$ cat src/hw/rtl/xcr_pkg.sv
// ---------------------------------------------------------------------------
// xcr_pkg
// shared types, protocol codes and helpers of the checksum xmodem receiver
// ---------------------------------------------------------------------------
package xcr_pkg;

  localparam int unsigned FrameLen     = 132;
  localparam int unsigned SumLen       = 131;
  localparam int unsigned PayloadOfs   = 3;
  localparam int unsigned WordsOut     = 16;
  localparam int unsigned BytesPerWord = 8;

  localparam logic [7:0] ChSoh      = 8'h01;
  localparam logic [7:0] ChEot      = 8'h04;
  localparam logic [7:0] ChAck      = 8'h06;
  localparam logic [7:0] ChNak      = 8'h15;
  localparam logic [7:0] ChCan      = 8'h18;
  localparam logic [7:0] RetryReset = 8'd10;

  typedef enum logic [1:0] {
    ModeByte  = 2'd0,
    ModeTick  = 2'd1,
    ModeStart = 2'd2
  } mode_e;

  typedef enum logic [1:0] {
    PhRunning = 2'd0,
    PhDone    = 2'd1,
    PhCancel  = 2'd2,
    PhRetries = 2'd3
  } phase_e;

  typedef struct packed {
    logic        tx_valid;
    logic [7:0]  tx_byte;
    logic        data_valid;
    logic [63:0] data_word;
    logic [3:0]  word_index;
    logic        last;
    logic [1:0]  status;
  } xcr_res_t;

  typedef struct packed {
    logic       we;
    logic [7:0] waddr;
    logic [7:0] wdata;
    logic       re;
    logic [7:0] raddr;
  } xcr_ram_req_t;

  // position within the circular frame buffer
  function automatic logic [7:0] wrap_pos(input logic [7:0] base, input logic [7:0] pos);
    logic [8:0] s;
    s = {1'b0, base} + {1'b0, pos};
    if (s >= 9'(FrameLen)) begin
      s = s - 9'(FrameLen);
    end
    return s[7:0];
  endfunction

  // saturating attempt counter
  function automatic logic [7:0] bump_att(input logic [7:0] a);
    logic [7:0] r;
    r = (a == 8'hFF) ? a : a + 8'd1;
    return r;
  endfunction

endpackage

$ cat src/hw/rtl/xcr_frame_ram.sv
// ---------------------------------------------------------------------------
// xcr_frame_ram
// frame buffer, one write and one registered read port
// ---------------------------------------------------------------------------
module xcr_frame_ram
  import xcr_pkg::*;
(
  input  logic         clk_i,
  input  xcr_ram_req_t req_i,
  output logic [7:0]   rdata_o
);

  logic [7:0] mem_q [FrameLen];
  logic [7:0] rdata_q;

  always_ff @(posedge clk_i) begin
    if (req_i.we) begin
      mem_q[req_i.waddr] <= req_i.wdata;
    end
  end

  always_ff @(posedge clk_i) begin
    if (req_i.re) begin
      rdata_q <= mem_q[req_i.raddr];
    end
  end

  assign rdata_o = rdata_q;

endmodule

$ cat src/hw/rtl/xcr_seq.sv
// ---------------------------------------------------------------------------
// xcr_seq
// protocol sequencer: buffer fill, frame scan, verdict and payload read-out
// ---------------------------------------------------------------------------
module xcr_seq
  import xcr_pkg::*;
(
  input  logic         clk_i,
  input  logic         rst_ni,
  input  logic         in_valid_i,
  output logic         in_ready_o,
  input  logic [1:0]   in_mode_i,
  input  logic [7:0]   in_byte_i,
  input  logic [7:0]   retry_limit_i,
  output logic         res_valid_o,
  output xcr_res_t     res_o,
  input  logic         res_ready_i,
  output xcr_ram_req_t ram_req_o,
  input  logic [7:0]   ram_rdata_i
);

  typedef enum logic [6:0] {
    S_IDLE   = 7'b0000001,
    S_EXEC   = 7'b0000010,
    S_SCAN   = 7'b0000100,
    S_DECIDE = 7'b0001000,
    S_RESP   = 7'b0010000,
    S_WREAD  = 7'b0100000,
    S_WEMIT  = 7'b1000000
  } state_e;

  state_e      state_q, state_d;
  logic [1:0]  mode_q, mode_d;
  logic [7:0]  byte_q, byte_d;
  logic [7:0]  base_q, base_d;
  logic [7:0]  fill_q, fill_d;
  logic [7:0]  exp_q, exp_d;
  logic [7:0]  att_q, att_d;
  phase_e      phase_q, phase_d;
  logic [7:0]  iss_q, iss_d;
  logic        rdv_q, rdv_d;
  logic [7:0]  rpos_q, rpos_d;
  logic [7:0]  sum_q, sum_d;
  logic [7:0]  b0_q, b0_d;
  logic [7:0]  b1_q, b1_d;
  logic [7:0]  b2_q, b2_d;
  logic [7:0]  ck_q, ck_d;
  logic        found_q, found_d;
  logic [7:0]  soh_q, soh_d;
  logic [3:0]  wk_q, wk_d;
  logic [63:0] word_q, word_d;
  logic        rtxv_q, rtxv_d;
  logic [7:0]  rtxb_q, rtxb_d;
  logic [7:0]  att_n;
  logic [7:0]  rd_pos;
  logic        frame_ok;

  assign att_n    = bump_att(att_q);
  assign frame_ok = (b0_q == ChSoh) && (b2_q == ~b1_q) && (sum_q == ck_q);
  assign rd_pos   = 8'(PayloadOfs) + {1'b0, wk_q, 3'b000} + iss_q;

  always_comb begin
    state_d   = state_q;
    mode_d    = mode_q;
    byte_d    = byte_q;
    base_d    = base_q;
    fill_d    = fill_q;
    exp_d     = exp_q;
    att_d     = att_q;
    phase_d   = phase_q;
    iss_d     = iss_q;
    rdv_d     = 1'b0;
    rpos_d    = rpos_q;
    sum_d     = sum_q;
    b0_d      = b0_q;
    b1_d      = b1_q;
    b2_d      = b2_q;
    ck_d      = ck_q;
    found_d   = found_q;
    soh_d     = soh_q;
    wk_d      = wk_q;
    word_d    = word_q;
    rtxv_d    = rtxv_q;
    rtxb_d    = rtxb_q;
    ram_req_o = '0;
    res_valid_o = 1'b0;
    res_o     = '0;
    in_ready_o = 1'b0;

    unique case (state_q)
      S_IDLE: begin
        in_ready_o = 1'b1;
        if (in_valid_i) begin
          mode_d  = in_mode_i;
          byte_d  = in_byte_i;
          state_d = S_EXEC;
        end
      end

      S_EXEC: begin
        state_d = S_IDLE;
        if (mode_q == ModeStart) begin
          fill_d  = '0;
          exp_d   = 8'd1;
          att_d   = '0;
          phase_d = PhRunning;
          rtxv_d  = 1'b1;
          rtxb_d  = ChNak;
          state_d = S_RESP;
        end else if (phase_q == PhRunning) begin
          if (mode_q == ModeTick) begin
            att_d  = att_n;
            if (att_n > retry_limit_i) begin
              phase_d = PhRetries;
            end
            rtxv_d  = 1'b1;
            rtxb_d  = ChNak;
            state_d = S_RESP;
          end else if (mode_q == ModeByte) begin
            ram_req_o.we    = 1'b1;
            ram_req_o.waddr = wrap_pos(base_q, fill_q);
            ram_req_o.wdata = byte_q;
            fill_d          = fill_q + 8'd1;
            if (fill_q == '0 && byte_q == ChEot) begin
              phase_d = PhDone;
              rtxv_d  = 1'b1;
              rtxb_d  = ChAck;
              state_d = S_RESP;
            end else if (fill_q == '0 && byte_q == ChCan) begin
              phase_d = PhCancel;
              rtxv_d  = 1'b0;
              rtxb_d  = '0;
              state_d = S_RESP;
            end else if (fill_q == 8'(FrameLen - 1)) begin
              iss_d   = '0;
              sum_d   = '0;
              found_d = 1'b0;
              soh_d   = '0;
              state_d = S_SCAN;
            end
          end
        end
      end

      S_SCAN: begin
        if (iss_q < 8'(FrameLen)) begin
          ram_req_o.re    = 1'b1;
          ram_req_o.raddr = wrap_pos(base_q, iss_q);
          rdv_d           = 1'b1;
          rpos_d          = iss_q;
          iss_d           = iss_q + 8'd1;
        end
        if (rdv_q) begin
          if (rpos_q < 8'(SumLen)) begin
            sum_d = sum_q + ram_rdata_i;
          end
          if (rpos_q == 8'd0) begin
            b0_d = ram_rdata_i;
          end
          if (rpos_q == 8'd1) begin
            b1_d = ram_rdata_i;
          end
          if (rpos_q == 8'd2) begin
            b2_d = ram_rdata_i;
          end
          if (rpos_q == 8'(SumLen)) begin
            ck_d = ram_rdata_i;
          end
          if (rpos_q != 8'd0 && ram_rdata_i == ChSoh && !found_q) begin
            found_d = 1'b1;
            soh_d   = rpos_q;
          end
          if (rpos_q == 8'(FrameLen - 1)) begin
            state_d = S_DECIDE;
          end
        end
      end

      S_DECIDE: begin
        state_d = S_IDLE;
        if (!frame_ok) begin
          // resync to the next start-of-header in the buffer
          if (found_q) begin
            base_d = wrap_pos(base_q, soh_q);
            fill_d = 8'(FrameLen) - soh_q;
          end else begin
            fill_d = '0;
          end
          att_d = att_n;
          if (att_n > retry_limit_i) begin
            phase_d = PhRetries;
            rtxv_d  = 1'b0;
            rtxb_d  = '0;
            state_d = S_RESP;
          end
        end else begin
          fill_d = '0;
          if (b1_q == exp_q - 8'd1) begin
            att_d = 8'd1;
            if (retry_limit_i == '0) begin
              phase_d = PhRetries;
            end
            rtxv_d  = 1'b1;
            rtxb_d  = ChAck;
            state_d = S_RESP;
          end else if (b1_q == exp_q) begin
            exp_d   = exp_q + 8'd1;
            att_d   = '0;
            wk_d    = '0;
            iss_d   = '0;
            state_d = S_WREAD;
          end else begin
            att_d = att_n;
            if (att_n > retry_limit_i) begin
              phase_d = PhRetries;
            end
            rtxv_d  = 1'b1;
            rtxb_d  = ChNak;
            state_d = S_RESP;
          end
        end
      end

      S_RESP: begin
        res_valid_o      = 1'b1;
        res_o.tx_valid   = rtxv_q;
        res_o.tx_byte    = rtxb_q;
        res_o.last       = 1'b1;
        res_o.status     = phase_q;
        if (res_ready_i) begin
          state_d = S_IDLE;
        end
      end

      S_WREAD: begin
        if (iss_q < 8'(BytesPerWord)) begin
          ram_req_o.re    = 1'b1;
          ram_req_o.raddr = wrap_pos(base_q, rd_pos);
          rdv_d           = 1'b1;
          rpos_d          = iss_q;
          iss_d           = iss_q + 8'd1;
        end
        if (rdv_q) begin
          for (int l = 0; l < BytesPerWord; l++) begin
            if (rpos_q[2:0] == 3'(l)) begin
              word_d[l*8 +: 8] = ram_rdata_i;
            end
          end
          if (rpos_q[2:0] == 3'(BytesPerWord - 1)) begin
            state_d = S_WEMIT;
          end
        end
      end

      S_WEMIT: begin
        res_valid_o      = 1'b1;
        res_o.tx_valid   = (wk_q == '0);
        res_o.tx_byte    = (wk_q == '0) ? ChAck : '0;
        res_o.data_valid = 1'b1;
        res_o.data_word  = word_q;
        res_o.word_index = wk_q;
        res_o.last       = (wk_q == 4'(WordsOut - 1));
        res_o.status     = phase_q;
        if (res_ready_i) begin
          if (wk_q == 4'(WordsOut - 1)) begin
            state_d = S_IDLE;
          end else begin
            wk_d    = wk_q + 4'd1;
            iss_d   = '0;
            state_d = S_WREAD;
          end
        end
      end

      default: begin
        state_d = S_IDLE;
      end
    endcase
  end

  always_ff @(posedge clk_i or negedge rst_ni) begin
    if (!rst_ni) begin
      state_q <= S_IDLE;
      base_q  <= '0;
      fill_q  <= '0;
      exp_q   <= 8'd1;
      att_q   <= '0;
      phase_q <= PhRunning;
      iss_q   <= '0;
      rdv_q   <= 1'b0;
      found_q <= 1'b0;
      wk_q    <= '0;
    end else begin
      state_q <= state_d;
      base_q  <= base_d;
      fill_q  <= fill_d;
      exp_q   <= exp_d;
      att_q   <= att_d;
      phase_q <= phase_d;
      iss_q   <= iss_d;
      rdv_q   <= rdv_d;
      found_q <= found_d;
      wk_q    <= wk_d;
    end
  end

  always_ff @(posedge clk_i) begin
    mode_q <= mode_d;
    byte_q <= byte_d;
    rpos_q <= rpos_d;
    sum_q  <= sum_d;
    b0_q   <= b0_d;
    b1_q   <= b1_d;
    b2_q   <= b2_d;
    ck_q   <= ck_d;
    soh_q  <= soh_d;
    word_q <= word_d;
    rtxv_q <= rtxv_d;
    rtxb_q <= rtxb_d;
  end

endmodule

$ cat src/hw/rtl/xmodem_checksum_receiver.sv
// a byte that does not complete a frame is written to the buffer in the exec state;
// a tick, start, eot or can reply passes through the exec and resp states to the output register
// a completed frame is scanned from the buffer memory, then an accepted block
// streams 16 words, each read byte by byte (one buffer read port)
// one item at a time; a result waiting at the output does not block the next item
// reset: transfer running, expected block 1, buffer empty, retry limit 10
// ---------------------------------------------------------------------------
// xmodem_checksum_receiver
// xmodem receiver with 8-bit checksum, 132-byte frames, payload out as words
// ---------------------------------------------------------------------------
module xmodem_checksum_receiver
  import xcr_pkg::*;
(
  input  logic        clk_i,
  input  logic        rst_ni,
  input  logic        s_tvalid_i,
  output logic        s_tready_o,
  input  logic [7:0]  s_tdata_i,   // rx_byte
  input  logic [1:0]  s_tuser_i,   // mode
  output logic        m_tvalid_o,
  input  logic        m_tready_i,
  output logic [79:0] m_tdata_o,   // tx_byte, data_word, word_index, status, zero pad
  output logic [1:0]  m_tuser_o,   // tx_valid, data_valid
  output logic        m_tlast_o,
  input  logic        cfg_we_i,
  input  logic [7:0]  cfg_wdata_i
);

  logic         m_valid_q, m_valid_d;
  xcr_res_t     out_q;
  xcr_res_t     res;
  logic         res_valid;
  logic         out_free;
  logic [7:0]   retry_q;
  xcr_ram_req_t ram_req;
  logic [7:0]   ram_rdata;

  assign out_free = !m_valid_q || m_tready_i;

  xcr_seq u_seq (
    .clk_i         (clk_i),
    .rst_ni        (rst_ni),
    .in_valid_i    (s_tvalid_i),
    .in_ready_o    (s_tready_o),
    .in_mode_i     (s_tuser_i),
    .in_byte_i     (s_tdata_i),
    .retry_limit_i (retry_q),
    .res_valid_o   (res_valid),
    .res_o         (res),
    .res_ready_i   (out_free),
    .ram_req_o     (ram_req),
    .ram_rdata_i   (ram_rdata)
  );

  xcr_frame_ram u_ram (
    .clk_i   (clk_i),
    .req_i   (ram_req),
    .rdata_o (ram_rdata)
  );

  always_comb begin
    m_valid_d = m_valid_q;
    if (res_valid && out_free) begin
      m_valid_d = 1'b1;
    end else if (m_tready_i) begin
      m_valid_d = 1'b0;
    end
  end

  always_ff @(posedge clk_i or negedge rst_ni) begin
    if (!rst_ni) begin
      m_valid_q <= 1'b0;
      retry_q   <= RetryReset;
    end else begin
      m_valid_q <= m_valid_d;
      if (cfg_we_i) begin
        retry_q <= cfg_wdata_i;
      end
    end
  end

  always_ff @(posedge clk_i) begin
    if (res_valid && out_free) begin
      out_q <= res;
    end
  end

  assign m_tvalid_o = m_valid_q;
  assign m_tdata_o  = {2'b00, out_q.status, out_q.word_index, out_q.data_word, out_q.tx_byte};
  assign m_tuser_o  = {out_q.data_valid, out_q.tx_valid};
  assign m_tlast_o  = out_q.last;

  // payload words only leave while the transfer runs
  assert property (@(posedge clk_i) disable iff (!rst_ni)
    m_tvalid_o && m_tuser_o[1] |-> m_tdata_o[77:76] == PhRunning)
    else $error("data word with finished status");

  // a reply is always ack or nak, otherwise the byte is zero
  assert property (@(posedge clk_i) disable iff (!rst_ni)
    m_tvalid_o |-> (m_tuser_o[0] && (m_tdata_o[7:0] == ChAck || m_tdata_o[7:0] == ChNak))
                || (!m_tuser_o[0] && m_tdata_o[7:0] == 8'h00))
    else $error("bad reply byte");

  // only the first payload word carries the ack
  assert property (@(posedge clk_i) disable iff (!rst_ni)
    m_tvalid_o && m_tuser_o[1] && m_tdata_o[75:72] != 4'd0 |-> !m_tuser_o[0])
    else $error("reply on a later payload word");

  // one item in flight: no acceptance in the cycle after one
  assert property (@(posedge clk_i) disable iff (!rst_ni)
    s_tvalid_i && s_tready_o |=> !s_tready_o)
    else $error("item taken while busy");

endmodule
$ cat config.mk
export PLATFORM = sky130hd
export DESIGN_NAME = xmodem_checksum_receiver
export DESIGN_NICKNAME = d
export VERILOG_FILES = /design/src/hw/rtl/xcr_pkg.sv /design/src/hw/rtl/xcr_frame_ram.sv /design/src/hw/rtl/xcr_seq.sv /design/src/hw/rtl/xmodem_checksum_receiver.sv
export SDC_FILE = /design/constraint.sdc
export NUM_CORES = 2
export LEC_CHECK = 0
export ABC_CLOCK_PERIOD_IN_PS = 6900
export BUFFER_PORTS_ARGS = -buffer_cell sky130_fd_sc_hd__buf_2
export CAP_MARGIN = 20
export CORE_ASPECT_RATIO = 0.5
export CORE_MARGIN = 3
export CORE_UTILIZATION = 55
export DETAILED_ROUTE_END_ITERATION = 10
export GPL_TIMING_DRIVEN = 0
export PLACE_DENSITY = 0.71
export SYNTH_ARGS = -nofsm -noshare
export SYNTH_HDL_FRONTEND = slang
export SYNTH_HIERARCHICAL = 1
export SYNTH_SLANG_ARGS = --single-unit
$ cat constraint.sdc
create_clock -name clk_i -period 6.9 [get_ports clk_i]
set_input_delay 0.345 -clock clk_i [delete_from_list [all_inputs] [get_ports clk_i]]
set_output_delay 0.345 -clock clk_i [all_outputs]
set_load 0.01 [all_outputs]
==> out/results.ini <==
[status]
status = completed

[worst_setup_path]
timing.rr.start = u_seq/iss_q[3]$_DFFE_PN0P_
crit_arrival_ns = 7.25
path_max_fanout = 9
end_kind = register
cp_data_required_time_ns = 7.39
crit_start = u_seq/iss_q[3]$_DFFE_PN0P_
path_class = reg2reg
worstSetupStartpointType = register

[timing]
finalCriticalPeriod_ns = 6.76
rsz0062_at_grt = no
timing.final.ws_setup_ns = 0.138
relSlewSlack_pct = 17.3
setup_violations = 0
finClkSkew_ns = 0.0307
maxSlewViolCount = 0
finalCritPeriodShare_pct = 98.0
hold_viol = 0
worst-slew-pin-transition_ns = 1.24
clock.fmax_mhz = 148

[yosys]
yosysUniqueCellTypes = 89
synthCells = 3118
yosysWarnings = 6
ys_async_sr_fraction_pct = 4.77
synth-edff-count = 1278
syn_area_um2 = 55400
synth_ff_type = edfxtp_1
synth.ff_latch_count = 1342
avgSynthCellArea_um2 = 17.8
seq_area_frac_synth_pct = 72.2

[grt]
grt_pass1_wl_um = 204000
grt_use_total_pct = 26.8
gr-total-overflow = 0
antenna_found_initial = 2
grt_pass1_vias = 30700
grt_max_degree = 97

[hold_path]
hp-start = m_tready_i
min_path_type = in2reg

[route]
ant_nets = 0
vias_per_cell = 6.42
routed_wirelength_um = 139000
dr_total_vias = 30900
drt-initial-drc-count = 4093
dr.pass1.iters = 6
routedWlPerCell_um = 28.9
drc = 0

[place]
port_buffers = 104
placed_area_um2 = 57900
place_congestion = 0.912
dp.final_hpwl_um = 92800
pre_cts_ws_ns = -0.840

[floorplanning]
rows = 81
dieWidth_um = 455
coreArea_um2 = 98800
ios = 108
initial_utilization_pct = 56.1
die_y_um = 230
dieArea_um2 = 105000

[cells_and_area]
fin_nets = 3490
antenna_cells = 0
syn_to_final_growth_pct = 12.1
drive_above_1_share_pct = 19.9
design_area_um2 = 62100

[clocking]
cts_made_buffers = 114
cts_max_level = 3
post_cts_buffers = 0
cts-root-buf = clkbuf_16
clk_path_buf_depth = 3
cts_tree = built
cts.sinks = 1342
insertion_delay_ns = 0.73
clkTransAtPathRegs_ns = 0.06

[run]
cap_violations = 0

[power_and_ir_drop]
p_leak_nw = 22.1
vdd_drop_max_mv = 0.194
p_per_area_nw_per_um2 = 257

-- worst paths after layout --
kind / to / slack (ns) / depth (start not counted)
min in group asynchronous: m_tvalid_o$_DFFE_PN0P_ / 0.29 / 2
hold reg to reg: u_seq/rpos_q[2]$_DFFE_PP_ / 0.52 / 0
max in group asynchronous: u_seq/iss_q[4]$_DFFE_PN0P_ / 6.03 / 2
setup reg to reg: u_ram/rdata_o[6]$_DFFE_PP_ / 0.14 / 21
hold / removal: m_tvalid_o$_DFFE_PN0P_ / 0.09 / 3
setup / recovery: u_ram/rdata_o[6]$_DFFE_PP_ / 0.14 / 21
-- through the flow --
stage	power [mW]	hold WS [ns]	std cells	TNS, ns	utilization (%)
after floorplan	9.55	0.0494	3122	0	-
after global placement	9.72	0.477	4554	-4.01	58.3
after detailed placement	9.74	0.502	4570	-4.05	58.6
after CTS	16.0	0.0363	4811	0	62.7
after global routing	16.4	0.0998	4813	0	62.8
final	15.9	0.0914	4813	0	62.8
-- routing by layer --
layer  track usage (%)  share of wire (%)  vias to the layer above
met3              7.88                 12                      290
met4              8.53                3.4                        0
met1              37.3                 39                    15800
met2              41.2                 46                     1789
li1                  -                  -                    13000
met5                 0                  0                        -
-- what timing repair did --
item,in CTS,in global routing
hold buffers,28,0
pin swaps,0,6
resized for setup,20,38
setup endpoints to repair,8,8
hold endpoints to repair,79,0
-- worst max-delay path: stages, from the launching register on --
cell and delay (ns):
dfrtp_1 0.48, ha_1 0.38, inv_1 0.06, nor2_1 0.04, o21ai_0 0.16, nand2b_1 0.10, xor2_1 0.18, ha_1 0.37
and3b_1 0.19, a21oi_1 0.11, nand4_1 0.21, or4_4 0.57, o31ai_4 0.36, nor2b_1 0.11, xnor2_1 0.15, o22ai_2 0.50
nand2b_1 0.60, nor3_1 0.10, or3_1 0.42, o31ai_1 0.73, or3_1 0.30, o311a_1 0.41
-- sequential cells by signal, indices dropped and copies added (netlist names), 4 cells and up --
register and cells:
u_seq/b0_q 8, u_seq/b1_q 8, u_seq/byte_q 8, u_seq/sum_q 8, u_seq/state_q 7, u_seq/wk_q 4
u_seq/b2_q 8, m_tdata_o 78, u_seq/base_q 8, u_seq/soh_q 8, u_ram/rdata_o 8, u_seq/ck_q 8
u_ram/mem_q 1056, u_seq/rpos_q 8, u_seq/word_q 64, retry_q 8, u_seq/iss_q 8, u_seq/att_q 8
u_seq/fill_q 8, u_seq/exp_q 8
-- cell families after synthesis --
logic type,synth area share (%)
AO/OA/AOI/OAI,4.89
XOR/XNOR,1.36
flip-flops,72.2
buffers and inverters,1.80
other,0.0136
multiplexers,11.5
adder cells (fa/ha/maj),1.87
AND/OR/NAND/NOR,6.34
-- cell usage after synthesis (8+ instances only) --
cell,instances,area [um^2]
nor4_1,22,138
nand2_1,102,383
and3_1,28,175
a221oi_1,10,87.6
a31oi_1,8,50.1
o21a_1,8,60.1
a22oi_1,71,533
ha_1,75,938
a22o_1,13,114
buf_2,17,85.1
nor2b_1,21,131
xnor2_1,61,534
and2_1,85,532
nor2_1,252,946
a21o_1,18,135
nand4_1,21,131
a21oi_1,89,445
nand3b_1,12,90.1
inv_1,53,199
nor3_1,43,215
clkbuf_1,70,263
o211ai_1,17,128
buf_4,28,210
edfxtp_1,1278,38400
mux4_2,249,5610
o22ai_1,23,144
buf_6,14,158
mux2i_1,51,510
o22a_1,12,105
mux2_4,8,120
o21ai_0,63,315
dfrtp_1,60,1500
or3_1,9,56.3
xor2_1,25,219
nand2b_1,23,144
nand3_1,41,205
-- power by group --
group          switching, mW  leakage (nW)  total (mW)  internal [mW]
Sequential            0.0564          14.2        9.00           8.94
Combinational          0.383          6.08       0.598          0.215
Clock                   2.89          1.77        6.33           3.44
Total                   3.33          22.1        15.9           12.6
-- placed cells by master, fill, tap and decap left out, types with 41 or more instances in the layout --
master / n
a21oi_1: 79
a22oi_1: 71
and2_1: 75
buf_2: 124
clkbuf_1: 71
clkbuf_16: 117
dfrtp_1: 60
edfxtp_1: 1278
ha_1: 75
inv_1: 53
mux2i_1: 51
mux4_2: 249
nand2_1: 102
nand3_1: 41
nor2_1: 250
o21ai_0: 63
xnor2_1: 61
-- layout make-up --
cell class | instances | area (um^2)
sequential | 1342 | 40000
fill | 6781 | 36700
multi-input combinational | 1587 | 14600
clock buffer | 135 | 3000
tap | 1328 | 1660
timing repair buffer | 152 | 1150
buffer | 136 | 807
clock inverter | 79 | 659
inverter | 54 | 203
Note: power is estimated with default switching activity, not from simulation.
